### config.mk
export PLATFORM = sky130hd
export DESIGN_NAME = bandgap_supply_voltage_filter_flat
export DESIGN_NICKNAME = d
export VERILOG_FILES = /design/src/rtl/bsvf_pkg.sv /design/src/rtl/bsvf_if.sv /design/src/rtl/bsvf_div.sv /design/src/rtl/bsvf_filt.sv /design/src/rtl/bandgap_supply_voltage_filter.sv /design/src/flat_wrapper.sv
export SDC_FILE = /design/constraint.sdc
export NUM_CORES = 1
export LEC_CHECK = 0
export ABC_CLOCK_PERIOD_IN_PS = 6400
export BUFFER_PORTS_ARGS = -buffer_cell sky130_fd_sc_hd__buf_2
export CAP_MARGIN = 20
export CORE_MARGIN = 4
export CORE_UTILIZATION = 55
export DETAILED_ROUTE_END_ITERATION = 8
export PLACE_DENSITY = 0.85
export REMOVE_ABC_BUFFERS = 1
export SYNTH_ARGS = -nofsm -noshare
export SYNTH_HDL_FRONTEND = slang
export SYNTH_SLANG_ARGS = --single-unit
### constraint.sdc
create_clock -name i_clk -period 6.4 [get_ports i_clk]
set_input_delay 0.32 -clock i_clk [delete_from_list [all_inputs] [get_ports i_clk]]
set_output_delay 0.32 -clock i_clk [all_outputs]
set_load 0.05 [all_outputs]
### src/rtl/bsvf_pkg.sv
// ----------------------------------------------------------------------------
// bsvf_pkg
// Shared widths, constants and control types of the supply voltage filter.
// ----------------------------------------------------------------------------
package bsvf_pkg;

    localparam int CODE_W  = 12;
    localparam int NUM_W   = 20;
    localparam int SHIFT_W = 4;
    localparam int VDD_W   = 11;
    localparam int Q5_W    = 16;
    localparam int DVD_W   = NUM_W + 1;
    localparam int CFG_IDX_W = 1;

    localparam logic [NUM_W-1:0]   NUM_RESET   = 20'd419430;
    localparam logic [SHIFT_W-1:0] SHIFT_RESET = 4'd3;
    localparam logic [VDD_W-1:0]   VDD_LIMIT   = 11'd2000;
    localparam logic [Q5_W:0]      Q5_HALF     = 17'd16;

    localparam logic [CFG_IDX_W-1:0] REG_NUMERATOR = 1'd0;
    localparam logic [CFG_IDX_W-1:0] REG_SHIFT     = 1'd1;

    typedef struct packed {
        logic busy;
        logic done;
    } t_unit_stat;

endpackage

### src/rtl/bsvf_if.sv
// ----------------------------------------------------------------------------
// bsvf_if
// Valid/ready channels of the supply voltage filter.
// ----------------------------------------------------------------------------
interface bsvf_in_if;
    logic                        valid;
    logic                        ready;
    logic [bsvf_pkg::CODE_W-1:0] adc_code;

    modport source (output valid, output adc_code, input ready);
    modport sink   (input valid, input adc_code, output ready);
endinterface

interface bsvf_out_if;
    logic                       valid;
    logic                       ready;
    logic [bsvf_pkg::VDD_W-1:0] supply_centivolts;

    modport source (output valid, output supply_centivolts, input ready);
    modport sink   (input valid, input supply_centivolts, output ready);
endinterface

interface bsvf_cfg_if;
    logic                           valid;
    logic                           ready;
    logic [bsvf_pkg::CFG_IDX_W-1:0] index;
    logic [bsvf_pkg::NUM_W-1:0]     data;

    modport source (output valid, output index, output data, input ready);
    modport sink   (input valid, input index, input data, output ready);
endinterface

### src/rtl/bsvf_div.sv
// ----------------------------------------------------------------------------
// bsvf_div
// Bit-serial restoring divider, one quotient bit per cycle.
// ----------------------------------------------------------------------------
module bsvf_div (
    input  logic                         i_clk,
    input  logic                         i_rst_n,
    input  logic                         i_start,
    input  logic [bsvf_pkg::DVD_W-1:0]   i_dividend,
    input  logic [bsvf_pkg::CODE_W-1:0]  i_divisor,
    output logic [bsvf_pkg::DVD_W-1:0]   o_quot,
    output bsvf_pkg::t_unit_stat         o_stat
);
    import bsvf_pkg::*;

    localparam int CNT_W = $clog2(DVD_W);

    logic [CODE_W-1:0] r_rem, n_rem;
    logic [DVD_W-1:0]  r_dvd, n_dvd;
    logic [CODE_W-1:0] r_dsr, n_dsr;
    logic [CNT_W-1:0]  r_cnt, n_cnt;
    logic              r_busy, n_busy;
    logic              r_done, n_done;
    logic [CODE_W:0]   trial;
    logic              fits;

    assign trial = {r_rem, r_dvd[DVD_W-1]};
    assign fits  = trial >= {1'b0, r_dsr};

    always_comb begin
        n_rem  = r_rem;
        n_dvd  = r_dvd;
        n_dsr  = r_dsr;
        n_cnt  = r_cnt;
        n_busy = r_busy;
        n_done = 1'b0;
        if (i_start) begin
            n_rem  = '0;
            n_dvd  = i_dividend;
            n_dsr  = i_divisor;
            n_cnt  = CNT_W'(DVD_W - 1);
            n_busy = 1'b1;
        end else if (r_busy) begin
            n_rem = fits ? CODE_W'(trial - {1'b0, r_dsr}) : trial[CODE_W-1:0];
            n_dvd = {r_dvd[DVD_W-2:0], fits};
            if (r_cnt == '0) begin
                n_busy = 1'b0;
                n_done = 1'b1;
            end else begin
                n_cnt = r_cnt - 1'b1;
            end
        end
    end

    always_ff @(posedge i_clk) begin
        if (!i_rst_n) begin
            r_busy <= 1'b0;
            r_done <= 1'b0;
        end else begin
            r_busy <= n_busy;
            r_done <= n_done;
        end
        r_rem <= n_rem;
        r_dvd <= n_dvd;
        r_dsr <= n_dsr;
        r_cnt <= n_cnt;
    end

    assign o_quot      = r_dvd;
    assign o_stat.busy = r_busy;
    assign o_stat.done = r_done;

endmodule

### src/rtl/bsvf_filt.sv
// ----------------------------------------------------------------------------
// bsvf_filt
// Exponential filter state with a serial right shift of the error.
// ----------------------------------------------------------------------------
module bsvf_filt (
    input  logic                          i_clk,
    input  logic                          i_rst_n,
    input  logic                          i_start,
    input  logic [bsvf_pkg::VDD_W-1:0]    i_vdd,
    input  logic [bsvf_pkg::SHIFT_W-1:0]  i_shift,
    output logic [bsvf_pkg::Q5_W-1:0]     o_state,
    output bsvf_pkg::t_unit_stat          o_stat
);
    import bsvf_pkg::*;

    typedef enum logic [1:0] {
        F_IDLE  = 2'b01,
        F_SHIFT = 2'b10
    } t_fstate;

    t_fstate            r_fsm, n_fsm;
    logic [Q5_W-1:0]    r_q5, n_q5;
    logic [Q5_W-1:0]    r_diff, n_diff;
    logic               r_up, n_up;
    logic [SHIFT_W-1:0] r_cnt, n_cnt;
    logic               r_done, n_done;
    logic [Q5_W-1:0]    target;

    assign target = {i_vdd, 5'd0};

    always_comb begin
        n_fsm  = r_fsm;
        n_q5   = r_q5;
        n_diff = r_diff;
        n_up   = r_up;
        n_cnt  = r_cnt;
        n_done = 1'b0;
        unique case (r_fsm)
            F_IDLE: begin
                if (i_start) begin
                    if (r_q5 == '0) begin
                        n_q5   = target;
                        n_done = 1'b1;
                    end else begin
                        n_up   = target > r_q5;
                        n_diff = (target > r_q5) ? target - r_q5 : r_q5 - target;
                        n_cnt  = i_shift;
                        n_fsm  = F_SHIFT;
                    end
                end
            end
            F_SHIFT: begin
                if (r_cnt == '0) begin
                    n_q5   = r_up ? r_q5 + r_diff : r_q5 - r_diff;
                    n_done = 1'b1;
                    n_fsm  = F_IDLE;
                end else begin
                    n_diff = {1'b0, r_diff[Q5_W-1:1]};
                    n_cnt  = r_cnt - 1'b1;
                end
            end
            default: n_fsm = F_IDLE;
        endcase
    end

    always_ff @(posedge i_clk) begin
        if (!i_rst_n) begin
            r_fsm  <= F_IDLE;
            r_q5   <= '0;
            r_done <= 1'b0;
        end else begin
            r_fsm  <= n_fsm;
            r_q5   <= n_q5;
            r_done <= n_done;
        end
        r_diff <= n_diff;
        r_up   <= n_up;
        r_cnt  <= n_cnt;
    end

    assign o_state     = r_q5;
    assign o_stat.busy = (r_fsm == F_SHIFT);
    assign o_stat.done = r_done;

endmodule

### src/rtl/bandgap_supply_voltage_filter.sv
// ----------------------------------------------------------------------------
// bandgap_supply_voltage_filter
// Band gap reading to filtered supply voltage in hundredths of a volt.
// ----------------------------------------------------------------------------
//  channel  dir  handshake      payload
//  i_in     in   valid/ready    adc_code[11:0]
//  o_out    out  valid/ready    supply_centivolts[10:0]
//  i_cfg    in   valid/ready    index[0], data[19:0] (ready always high)
//
//  A nonzero reading passes through the bit-serial divider and then the filter,
//  which shifts the error right by filter_shift bits (a reading that seeds the
//  filter skips the shift). A zero reading skips both and gives a zero result.
//  Reset clears the filter state and loads the register defaults.
//  One reading at a time; the next one is taken while a result waits on o_out.
// ----------------------------------------------------------------------------
module bandgap_supply_voltage_filter (
    input  logic  i_clk,
    input  logic  i_rst_n,
    bsvf_in_if.sink     i_in,
    bsvf_out_if.source  o_out,
    bsvf_cfg_if.sink    i_cfg
);
    import bsvf_pkg::*;

    typedef enum logic [3:0] {
        S_IDLE = 4'b0001,
        S_DIV  = 4'b0010,
        S_FILT = 4'b0100,
        S_HOLD = 4'b1000
    } t_state;

    t_state             r_state, n_state;
    logic [NUM_W-1:0]   r_num;
    logic [SHIFT_W-1:0] r_shift;
    logic [VDD_W-1:0]   r_res, n_res;
    logic               r_ovalid, n_ovalid;
    logic [VDD_W-1:0]   r_odata, n_odata;

    logic               in_xfer;
    logic               div_start;
    logic               filt_start;
    logic [DVD_W-1:0]   dividend;
    logic [DVD_W-1:0]   quot;
    logic [VDD_W-1:0]   vdd;
    logic [Q5_W-1:0]    q5;
    logic [Q5_W:0]      q5_round;
    t_unit_stat         div_stat;
    t_unit_stat         filt_stat;

    assign i_cfg.ready = 1'b1;
    assign i_in.ready  = (r_state == S_IDLE);
    assign in_xfer     = i_in.valid && i_in.ready;

    assign dividend   = {1'b0, r_num} + {{(DVD_W-CODE_W+1){1'b0}}, i_in.adc_code[CODE_W-1:1]};
    assign div_start  = in_xfer && (i_in.adc_code != '0);
    assign vdd        = (quot > {{(DVD_W-VDD_W){1'b0}}, VDD_LIMIT}) ? VDD_LIMIT
                                                                     : quot[VDD_W-1:0];
    assign filt_start = (r_state == S_DIV) && div_stat.done;
    assign q5_round   = {1'b0, q5} + Q5_HALF;

    bsvf_div u_div (
        .i_clk      (i_clk),
        .i_rst_n    (i_rst_n),
        .i_start    (div_start),
        .i_dividend (dividend),
        .i_divisor  (i_in.adc_code),
        .o_quot     (quot),
        .o_stat     (div_stat)
    );

    bsvf_filt u_filt (
        .i_clk   (i_clk),
        .i_rst_n (i_rst_n),
        .i_start (filt_start),
        .i_vdd   (vdd),
        .i_shift (r_shift),
        .o_state (q5),
        .o_stat  (filt_stat)
    );

    always_comb begin
        n_state  = r_state;
        n_res    = r_res;
        n_ovalid = r_ovalid;
        n_odata  = r_odata;
        if (o_out.ready) begin
            n_ovalid = 1'b0;
        end
        unique case (r_state)
            S_IDLE: begin
                if (in_xfer) begin
                    if (i_in.adc_code == '0) begin
                        n_res   = '0;
                        n_state = S_HOLD;
                    end else begin
                        n_state = S_DIV;
                    end
                end
            end
            S_DIV: begin
                if (div_stat.done) begin
                    n_state = S_FILT;
                end
            end
            S_FILT: begin
                if (filt_stat.done && !filt_stat.busy) begin
                    n_res   = q5_round[VDD_W+4:5];
                    n_state = S_HOLD;
                end
            end
            S_HOLD: begin
                if (!r_ovalid || o_out.ready) begin
                    n_ovalid = 1'b1;
                    n_odata  = r_res;
                    n_state  = S_IDLE;
                end
            end
            default: n_state = S_IDLE;
        endcase
    end

    always_ff @(posedge i_clk) begin
        if (!i_rst_n) begin
            r_state  <= S_IDLE;
            r_ovalid <= 1'b0;
            r_num    <= NUM_RESET;
            r_shift  <= SHIFT_RESET;
        end else begin
            r_state  <= n_state;
            r_ovalid <= n_ovalid;
            if (i_cfg.valid && i_cfg.ready) begin
                unique case (i_cfg.index)
                    REG_NUMERATOR: r_num   <= i_cfg.data;
                    REG_SHIFT:     r_shift <= i_cfg.data[SHIFT_W-1:0];
                    default: ;
                endcase
            end
        end
        r_res   <= n_res;
        r_odata <= n_odata;
    end

    assign o_out.valid             = r_ovalid;
    assign o_out.supply_centivolts = r_odata;

endmodule
### src/flat_wrapper.sv
// flat-port wrapper written by rule: the top's interface ports become plain ports
module bandgap_supply_voltage_filter_flat import bsvf_pkg::*;
  (i_clk, i_rst_n, i_in_valid, i_in_adc_code, i_in_ready, o_out_valid, o_out_supply_centivolts, o_out_ready, i_cfg_valid, i_cfg_index, i_cfg_data, i_cfg_ready);
  bsvf_in_if i_in_i ();
  bsvf_out_if o_out_i ();
  bsvf_cfg_if i_cfg_i ();
  input  logic i_clk;
  input  logic i_rst_n;
  input wire logic [$bits(i_in_i.valid)-1:0] i_in_valid;
  input wire logic [$bits(i_in_i.adc_code)-1:0] i_in_adc_code;
  output wire logic [$bits(i_in_i.ready)-1:0] i_in_ready;
  output wire logic [$bits(o_out_i.valid)-1:0] o_out_valid;
  output wire logic [$bits(o_out_i.supply_centivolts)-1:0] o_out_supply_centivolts;
  input wire logic [$bits(o_out_i.ready)-1:0] o_out_ready;
  input wire logic [$bits(i_cfg_i.valid)-1:0] i_cfg_valid;
  input wire logic [$bits(i_cfg_i.index)-1:0] i_cfg_index;
  input wire logic [$bits(i_cfg_i.data)-1:0] i_cfg_data;
  output wire logic [$bits(i_cfg_i.ready)-1:0] i_cfg_ready;
  assign i_in_i.valid = i_in_valid;
  assign i_in_i.adc_code = i_in_adc_code;
  assign i_in_ready = i_in_i.ready;
  assign o_out_valid = o_out_i.valid;
  assign o_out_supply_centivolts = o_out_i.supply_centivolts;
  assign o_out_i.ready = o_out_ready;
  assign i_cfg_i.valid = i_cfg_valid;
  assign i_cfg_i.index = i_cfg_index;
  assign i_cfg_i.data = i_cfg_data;
  assign i_cfg_ready = i_cfg_i.ready;
  bandgap_supply_voltage_filter u_core (.i_clk(i_clk), .i_rst_n(i_rst_n), .i_in(i_in_i), .o_out(o_out_i), .i_cfg(i_cfg_i));
endmodule
### Word-level counts from Yosys, hierarchy flattened

Index checks and enable logic that the tools add are counted.
W data, S select, Z words.

| cells by class | value |
|---|---|
| eq/ne operators | 16 |
| bitwise operators | 5 |
| mux-type cells | 43 |
| $lt $le $gt $ge | 3 |
| reductions and logical operators | 26 |
| add/sub/neg operators | 9 |

Operators with widths:

| kind | number |
|---|---|
| $mux W16 | 8 |
| $pmux W16 S2 | 2 |
| $sub A16 B16 Y16 | 3 |
| $mux W11 | 4 |
| $mux W21 | 2 |
| $mux W4 | 8 |
| $pmux W11 S2 | 1 |
| $add A20 B11 Y21 | 1 |
| $gt A21 B11 Y1 const B | 1 |
| $add A16 B16 Y16 | 1 |
| $add A16 B5 Y16 const B | 1 |
| $gt A16 B16 Y1 | 1 |
| $logic_not A16 Y1 | 1 |
| $pmux W4 S4 | 1 |
| $reduce_and A4 Y1 | 4 |
| $ne A2 B2 Y1 const B | 7 |
| $ge A13 B12 Y1 | 1 |
| $logic_not A12 Y1 | 1 |
| $mux W12 | 1 |
| $reduce_bool A12 Y1 | 1 |
| $sub A12 B12 Y12 | 1 |
| $mux W1 | 10 |
| $pmux W4 S2 | 1 |
| $reduce_and A2 Y1 | 4 |
| other kinds (21) | 36 |

| storage, ports and cells | value |
|---|---|
| output and inout bits | 14 |
| bits in registers | 143 |
| input bits | 38 |

### Logic depth before layout (Yosys ltp)

Gate-level depths: netlist of the first run.

| depth | value |
|---|---|
| word-level depth | 7 |
| gate-level depth with buffers | 20 |
| depth with buffers taken out | 18 |

### Hierarchy

Synthesis of the first run repeated with hierarchy kept, for this count alone.

| unflattened totals | value |
|---|---|
| cell total of the unflattened synthesis | 1046 |
| area, all modules | 9550.4 um^2 |

Modules (own cells, without submodules):

| module | area an instance (um^2) | cells an instance | seq. area each (um^2) | instances |
|---|---|---|---|---|
| bsvf_filt | 4008.8 | 487 | 1011.0 | 1 |
| bandgap_supply_voltage_filter | 2841.5 | 321 | 1241.2 | 1 |
| bsvf_div | 2700.1 | 238 | 1371.3 | 1 |

### Worst setup path before layout of the first run

OpenSTA, ideal clock, no wires.

| timing | value |
|---|---|
| path type | reg-to-reg |
| from | reg u_core.r_state[1] |
| to | reg u_core.u_div.r_dvd[0] (netlist: u_core.u_div.o_quot[0]), enable pin |
| slack | 2.169 ns |
| arrival | 3.882 ns |
| required time | 6.051 ns |
| clock period less this slack | 4.231 ns |
| path buffers | 1 |
| stages on the path, launching flop included | 7 |
| path through | dfxtp_1 -> nor4b_1 -> and2_1 -> nand2_1 -> inv_1 -> buf_1 -> or2_2 |

| on the way | value |
|---|---|
| word-level cells in the longest chain between the ends | 4 |

Ends and longest elaborated chain:

| item | line | text |
|---|---|---|
| start: declaration | bandgap_supply_voltage_filter.sv:32 | `t_state r_state, n_state;` |
| start signal: assignment | bandgap_supply_voltage_filter.sv:129 | `r_state <= n_state;` |
| $eq A4 B1 Y1 | bandgap_supply_voltage_filter.sv:51 | `assign i_in.ready = (r_state == S_IDLE);` |
| named net i_in_ready | flat_wrapper.sv:11 | `output wire logic [$bits(i_in_i.ready)-1:0] i_in_ready;` |
| $logic_and A1 B1 Y1 | bandgap_supply_voltage_filter.sv:52 | `assign in_xfer = i_in.valid && i_in.ready;` |
| $logic_and A1 B1 Y1 | bandgap_supply_voltage_filter.sv:55 | `assign div_start = in_xfer && (i_in.adc_code != '0);` |
| named net u_core.div_start | bandgap_supply_voltage_filter.sv:40 | `logic div_start;` |
| $reduce_bool A2 Y1 (no source line) | n/a |  |
| end signal: assignment | bsvf_div.sv:64 | `r_dvd <= n_dvd;` |
| end: declaration | bsvf_div.sv:19 | `logic [DVD_W-1:0] r_dvd, n_dvd;` |

The timed path passes the listed nets, and every way through them passes these cells.
A chain may end at the register's enable or synchronous reset.

### Final worst setup path of the first run

| timing | value |
|---|---|
| from | reg u_core.u_div.r_dvd[15] (netlist: u_core.u_div.o_quot[15]) |
| to | reg u_core.u_filt.r_diff[14] (data pin) |

| on the way | value |
|---|---|
| word-level cells in the longest chain between the ends | 7 |

Ends and longest elaborated chain:

| item | line | text |
|---|---|---|
| $gt A21 B11 Y1 (*) | bandgap_supply_voltage_filter.sv:56 | `assign vdd = (quot > {{(DVD_W-VDD_W){1'b0}}, VDD_LIMIT}) ? VDD_LIMIT` |
| $mux W11 (*) | bandgap_supply_voltage_filter.sv:56 |  |
| $sub A16 B16 Y16 / $gt A16 B16 Y1 (equally long branches) | bsvf_filt.sv:46 | `n_diff = (target > r_q5) ? target - r_q5 : r_q5 - target;` |
| $mux W16 (*) | bsvf_filt.sv:46 |  |
| $mux W16 (*) | bsvf_filt.sv:41 | `if (r_q5 == '0) begin` |
| $mux W16 (*) | bsvf_filt.sv:40 | `if (i_start) begin` |
| $pmux W16 S2 (*) | bsvf_filt.sv:38 | `unique case (r_fsm)` |
| named net u_core.u_filt.n_diff[14] | bsvf_filt.sv:23 | `logic [Q5_W-1:0] r_diff, n_diff;` |
| end signal: assignment | bsvf_filt.sv:76 | `r_diff <= n_diff;` |
| end: declaration | bsvf_filt.sv:23 |  |

The timed path passes the listed nets; every way through them passes the cells marked *. The select of a mux whose other input is x is not followed.

==> results of run 1 <==
-- synthesized netlist by cell type (all sizes together) (4+ instances only) --
master and number:
nor4b 4, edfxtp 76, nand4 14, buf 9
and3 6, or4 6, dfxtp 67, nor3 29
xnor2 40, or3 7, xor2 36, a21oi 68
and2 5, a21boi 20, o21ai 72, mux2i 12
nor4 15, nand2 118, nand3 38, fa 4
nand2b 12, or2 8, a31oi 5, nor2 88
a311oi 4, inv 73, ha 67, o31ai 6
a21o 14, o21a 7, clkbuf 33, o211ai 11
nor2b 18, mux2 9
-- where the power goes --
part / switching (uW) / internal (uW) / total (uW) / leakage, uW
combinational: 453 / 312 / 765 / 0.00267
clock: 428 / 508 / 936 / 0.000274
sequential: 110 / 1150 / 1260 / 0.00128
-- per-layer routing --
layer	vias to the layer above	GRT usage [%]	wire length (um)
met3	52	4.456	1431
met4	0	9.001	630
met2	258	41.78	10970
met5	-	0	0
li1	3805	-	-
met1	3723	31.70	9753
-- metrics by stage --
stage               util (%)  std cells  area, um^2  power [uW]  setup slack (ps)
finish                 62.10       1318       10260        2965              1548
global route           62.10       1318       10260        3126              1141
CTS                    62.00       1317       10250        2971              1595
detailed placement     58.67       1285        9696        2035              1676
global placement       58.67       1285        9696        1994              1798
floorplan                  -       1007        9096        1830              1710
-- cells by family after synthesis --
kind of cell             synth area share (%)
XOR/XNOR                                7.183
adder cells (fa/ha/maj)                 10.03
AO/OA/AOI/OAI                           16.54
AND/OR/NAND/NOR                         19.82
multiplexers                            2.431
buffers and inverters                   4.847
flip-flops                              39.10
other                                 0.04047
-- cell usage in the layout (no fill, tap or decap), drive strengths merged, types with 5 or more instances in the layout --
| cell | synthesis | routed |
|---|---|---|
| o211ai | 11 | 11 |
| a21oi | 68 | 68 |
| edfxtp | 76 | 76 |
| or2 | 8 | 8 |
| xnor2 | 40 | 40 |
| or4 | 6 | 6 |
| nor2 | 88 | 88 |
| mux2i | 12 | 12 |
| clkinv | 1 | 7 |
| nand2 | 118 | 118 |
| o21ai | 72 | 72 |
| mux2 | 9 | 9 |
| buf | 9 | 59 |
| dfxtp | 67 | 67 |
| a21o | 14 | 14 |
| a31oi | 5 | 5 |
| o31ai | 6 | 6 |
| nor4 | 15 | 15 |
| clkbuf | 33 | 18 |
| nor2b | 18 | 18 |
| o21a | 7 | 7 |
| and2 | 5 | 5 |
| nand4 | 14 | 14 |
| xor2 | 36 | 36 |
| inv | 73 | 81 |
| nor3 | 29 | 29 |
| nand2b | 12 | 12 |
| a21boi | 20 | 20 |
| nand3 | 38 | 38 |
| and3 | 6 | 6 |
| ha | 67 | 67 |
| or3 | 7 | 7 |
-- area by class of cell --
type,instances,area share (%)
well taps,220,2.683
flip-flops and latches,143,35.31
multi-input cells,790,50.75
clock inverters,14,1.183
repair buffers,59,3.170
clock buffers,18,4.182
inverters,74,2.719
-- sequential cells by signal (all words and copies together), names as in the netlist --
name	count
u_core.u_filt.r_done	1
u_core.u_div.r_cnt	5
u_core.u_div.o_quot	21
u_core.o_out.valid	1
u_core.u_filt.r_diff	16
u_core.r_num	20
u_core.u_div.r_done	1
u_core.u_filt.r_up	1
u_core.u_div.r_rem	12
u_core.r_res	11
u_core.u_filt.r_fsm	2
u_core.u_filt.o_state	16
u_core.r_shift	4
u_core.u_filt.r_cnt	4
u_core.o_out.supply_centivolts	11
u_core.u_div.r_dsr	12
u_core.r_state	4
u_core.u_div.r_busy	1
-- path summary, 6_finish.rpt --
path / startpoint / end / slack [ps]
setup / recovery: u_core.u_div.o_quot[15] / u_core.u_filt.r_diff[14] / 1550
hold / removal: i_in_adc_code[0] / u_core.u_div.r_dsr[0] / 80
setup reg to reg: u_core.u_div.o_quot[15] / u_core.u_filt.r_diff[14] / 1550
hold reg to reg: u_core.r_res[6] / u_core.o_out.supply_centivolts[6] / 420
==> results.md, run 1 <==
- Netlist cell types: 71
- Ant diodes: 0
- Site row count: 47
- Critical Path Max Stage Delay: around 470 ps
- DRT Pass-1 Iters: 5
- Vias in the first global route: 7,304
- Clock transition at the registers of the reported paths: 60 ps
- Critical Path RT: 6580 ps
- Final min period: ~4900 ps
- Fin. Hold Viols: 0
- Top cell family by delay on the critical path: simple AND/OR/NAND/NOR gates
- H-tree Lvls: 4
- GPL Wtd Cong: between 0.9 and 1
- Post-synth ARST share: 0%
- GRT overflow: 0
- P_leak: 0.004216 uW
- Max-cap violation count: 0
- Largest cells by area after synthesis: edfxtp_1 25%, dfxtp_1 14%, ha_1 9.0%, nand2_1 4.8%, o21ai_0 3.8%
- Fin nets: roughly 1,200
- Antenna violations before repair: 0
- Hold slack final: ~82 ps
- Die height: between 100 and 150 um
- RSZ-0062 raised after global routing: false
- Critical Path Stages: 17
- CTS tree: yes
- # hold bufs at CTS: 0
- Number of port buffers: 50
- WP buf/inv: 3
- Slew Limit Fails: 0
- Worst hold path type: in2reg
- Routed vias: 7,838
- CP arrival: 5030 ps
- Crit path max fanout: 14
- Post-route clock skew: between 10 and 15 ps
- Core area: 16,520 um^2
- Critical path class: reg2reg
- Clock latency on the worst-skew pair: roughly 440 ps
- Pin count of the biggest net entering global routing: 56
- Storage cell area: 3623 um^2
- Share of the synthesized area in the top cell type: 24.63%
- Post-Syn Area: 9266 um^2
- Clock sink total: 143
- Post-synthesis sequential area ratio: 39.10%
- CTS Buffer Depth: 2
- WL/cell: 17.29 um
- Post-route setup TNS: 0 ps
- Global Route Usage Sum: 24.72%
- First-pass GRT wire length: between 30 and 40 mm
- DR iter-0 viols: 577
- Max Fclk: 206.1 MHz
- Setup bufs post-CTS: 0
- Synth Flop Type: edfxtp_1
- Multi-input logic area: 5207 um^2
- DP Wirelength: ~17 mm
- Detailed-route DRC error count: 0
- Synth Instances: 1,049
- Worst hold path depth: 1
- Startpoint class of the critical path: flip-flop
- Peak VDD IR: 0.1909 mV
- CP cell instances: nor4_1 > nand3_1 > or2_2 > nor2_1 > inv_1 > ha_1 > nand4_1 > nor3_1 > a221oi_1 > a32oi_1 > nor2_2 > buf_4 > clkinv_2 > mux2_4 > nor2_1 > o311a_1 > nor3_1
- Antenna-violating nets left: 0
- Crit-path slowest cell: or2_2
- Share of post-route cells with drive strength above 1: about 11%
- Die area: 18,990 um^2
- # setup viols final: 0
- Clock root buffer: clkbuf_16
- # fillers: 1,375
- Clock buffer count from CTS: 17
- CTS resizes: 0
- Die X: ~140 um
- Area delta synth->final: 10.73%
- Number of flops mapped to enable cells by yosys: 76
- Slew margin rel.: 24.05%
- Initial Util: 56.08%
- I/O Pins: 52
- Final wirelength: 22.78 mm
- Pwr dens: 289.0 nW/um^2
- Routed vias/inst: 5.947
- Yosys reg bits: about 140
- Synth Area per Inst: between 8 and 9 um^2
- Worst Reg-to-Reg Cells: 17
- CP endpoint kind: flip-flop
- Tcrit/Tclk final: 75.82%
- Synth warn: 0
- Status: complete, no violations
- Area leader, netlist: edfxtp_1
- Least-Margin Pin Slew: between 1000 and 1500 ps
Note: power is estimated with default switching activity, not from simulation.
==> inputs of run 2 (changes only) <==
--- a/config.mk
+++ b/config.mk
@@ -5,7 +5,7 @@
 export SDC_FILE = /design/constraint.sdc
 export NUM_CORES = 1
 export LEC_CHECK = 0
-export ABC_CLOCK_PERIOD_IN_PS = 6400
+export ABC_CLOCK_PERIOD_IN_PS = 4840
 export BUFFER_PORTS_ARGS = -buffer_cell sky130_fd_sc_hd__buf_2
 export CAP_MARGIN = 20
 export CORE_MARGIN = 4
==> constraint.sdc (replaced) <==
create_clock -name i_clk -period 4.84 [get_ports i_clk]
set_input_delay 0.242 -clock i_clk [delete_from_list [all_inputs] [get_ports i_clk]]
set_output_delay 0.242 -clock i_clk [all_outputs]
set_load 0.05 [all_outputs]
==> run 2 against run 1 <==
  * Sequential power is 33% higher
  * Clock-buffer cell count rose by 5
  * Maximum frequency increased by 8.5%
  * Final cell count increased by 0.61%
  * Largest cell class unchanged
  * Critical path type unchanged
==> results.md, run 2 (synthesis results as in run 1) <==
- Site row count: 47 (unchanged)
- GRT overflow: 0 (unchanged)
- Met1 usage: 32.35% (+0.65 points)
- Clock transition at the registers of the reported paths: 60 ps (about the same)
- Final min period: 4473 ps (-379.6 ps)
- Tcrit/Tclk final: 92.41% (+17 points)
- M2 GR Usage: 43.41% (+1.6 points)
- DR iter-0 viols: 811 (+41%)
- First-pass GRT wire length: 37.96 mm (+3.5%)
- Final wirelength: 23.50 mm (+3.2%)
- Die height: 137.8 um (unchanged)
- Status: complete, no violations
- Worst Setup Slack, final: 367.4 ps (-1180 ps)
- Global Route Usage Sum: 25.64% (+0.91 points)
- Antenna violations before repair: 0 (unchanged)
- Dpl ws: 226.9 ps (-1449 ps)
- Vias in the first global route: 7,547 (+3.3%)
- Commonest non-fill, non-tap cell in the layout: nand2_1
- Max Fclk: 223.6 MHz (+8.5%)
- Crit path max fanout: 9 (-5)
- CTS tree: yes
- Most Crowded Layer GR: met2
- Antenna-violating nets left: 0 (unchanged)
- Power consumption: 4055 uW (+37%)
- Share of post-route cells with drive strength above 1: 12.12% (+0.73 points)
- WL/cell: 17.72 um (+2.5%)
- Core area: 16,520 um^2 (unchanged)
- Startpoint class of the critical path: flip-flop
- Max-cap violation count: 0 (unchanged)
- Post-route clock skew: 9.051 ps (-4.598 ps)
- Critical Path RT: 5010 ps (-1570 ps)
- Fin. Hold Viols: 0 (unchanged)
- Critical path class: reg2reg
- I/O Pins: 52 (unchanged)
- Met3 usage: 4.346% (-0.11 points)
- Pwr dens: 388.9 nW/um^2 (+35%)
- Die X: 137.8 um (unchanged)
- Clock root buffer: clkbuf_16
- Least-Margin Pin Slew: 904.1 ps (-235.2 ps)
- Pin count of the biggest net entering global routing: 56 (unchanged)
- Routed vias/inst: 5.941 (about the same)
- CP arrival: 4640 ps (-390 ps)
- H-tree Lvls: 4 (unchanged)
- Clock buffer count from CTS: 17 (unchanged)
- CP endpoint kind: flip-flop
- CTS Buffer Depth: 2 (unchanged)
- Ant diodes: 0 (unchanged)
- Clock latency on the worst-skew pair: 430 ps (about the same)
- Clock sink total: 143 (unchanged)
- Routed vias: 7,878 (+0.51%)
- Slew Limit Fails: 0 (unchanged)
- Slew margin rel.: 38.96% (+15 points)
- Peak VDD IR: 0.2446 mV (+28%)
- Hold slack final: 19.43 ps (-62.54 ps)
- GPL Wtd Cong: 0.9787 (+2.6%)
- Fin nets: 1,202 (+0.67%)
- RSZ-0062 raised after global routing: false
- DP Wirelength: 17.10 mm (+2.6%)
- # fillers: 1,362 (-0.95%)
- Max reg flops: 21 (unchanged)
- Area delta synth->final: 12.52%
- # setup viols final: 0 (unchanged)
- Die area: 18,990 um^2 (unchanged)
- Worst hold path type: in2reg
- DRT Pass-1 Iters: 6 (+1)
- Most frequent cells in the layout: 118 x nand2_1, 87 x nor2_1, 76 x edfxtp_1
- Number of port buffers: 50 (unchanged)
- P_leak: 0.004310 uW (+2.2%)
- Setup bufs post-CTS: 0 (unchanged)
- Detailed-route DRC error count: 0 (unchanged)
- Initial Util: 56.08% (unchanged)
- Post-route setup TNS: 0 ps (unchanged)
run 2: what timing repair did:
action	in CTS	in global routing
hold endpoints to repair	1	0
hold buffers	1	0
resized for setup	0	5
setup endpoints to repair	0	9
run 2: worst paths after layout:
path	slack, ps	end	from	depth (start not counted)
min reg2reg	420	u_core.o_out.supply_centivolts[7]	u_core.r_res[7]	0
max reg2reg	370	u_core.u_filt.r_diff[14]	u_core.u_div.o_quot[3]	17
max	370	u_core.u_filt.r_diff[14]	u_core.u_div.o_quot[3]	17
min	20	u_core.u_div.r_dsr[8]	i_in_adc_code[8]	1
run 2: final cells by class:
cell class	instances	area [um^2]	share of cell area (%)
clock buffers	23	533.0	5.112
flip-flops and latches	143	3623	34.75
multi-input cells	790	5238	50.23
clock inverters	9	90.09	0.8640
repair buffers	67	387.9	3.720
inverters	74	279.0	2.676
well taps	220	275.3	2.640
run 2: per-stage QoR:
stage	utilization (%)	instance area [um^2]	std cells
2_1_floorplan	-	9096	1007
3_3_place_gp	58.99	9748	1292
3_5_place_dp	58.99	9748	1292
4_1_cts	62.82	10380	1325
5_1_grt	63.10	10430	1326
6_report	63.10	10430	1326
run 2: worst max-delay path, cell delays in order, from the launching register on:
cell,delay (ps)
edfxtp_1,410
or4_1,530
a21oi_1,160
nor3b_1,80
or2_2,320
nor2_1,180
inv_1,70
ha_1,360
nand4_1,190
nor3_4,320
nand3_1,160
a311oi_4,450
nor2_4,120
buf_4,180
o211ai_1,260
and3_1,230
o311a_1,150
nor3_1,50
run 2: routing by layer:
layer | vias up | part of all wire, %
li1 | 3822 | -
met1 | 3739 | 43
met2 | 261 | 48
met3 | 56 | 5.7
met4 | 0 | 3.5
met5 | - | 0
run 2: power breakdown:
part | leakage, uW | internal, uW | switching (uW)
registers | 0.00128 | 1530 | 148
clock network | 0.000306 | 836 | 532
logic | 0.00273 | 414 | 598
total | 0.00431 | 2780 | 1280
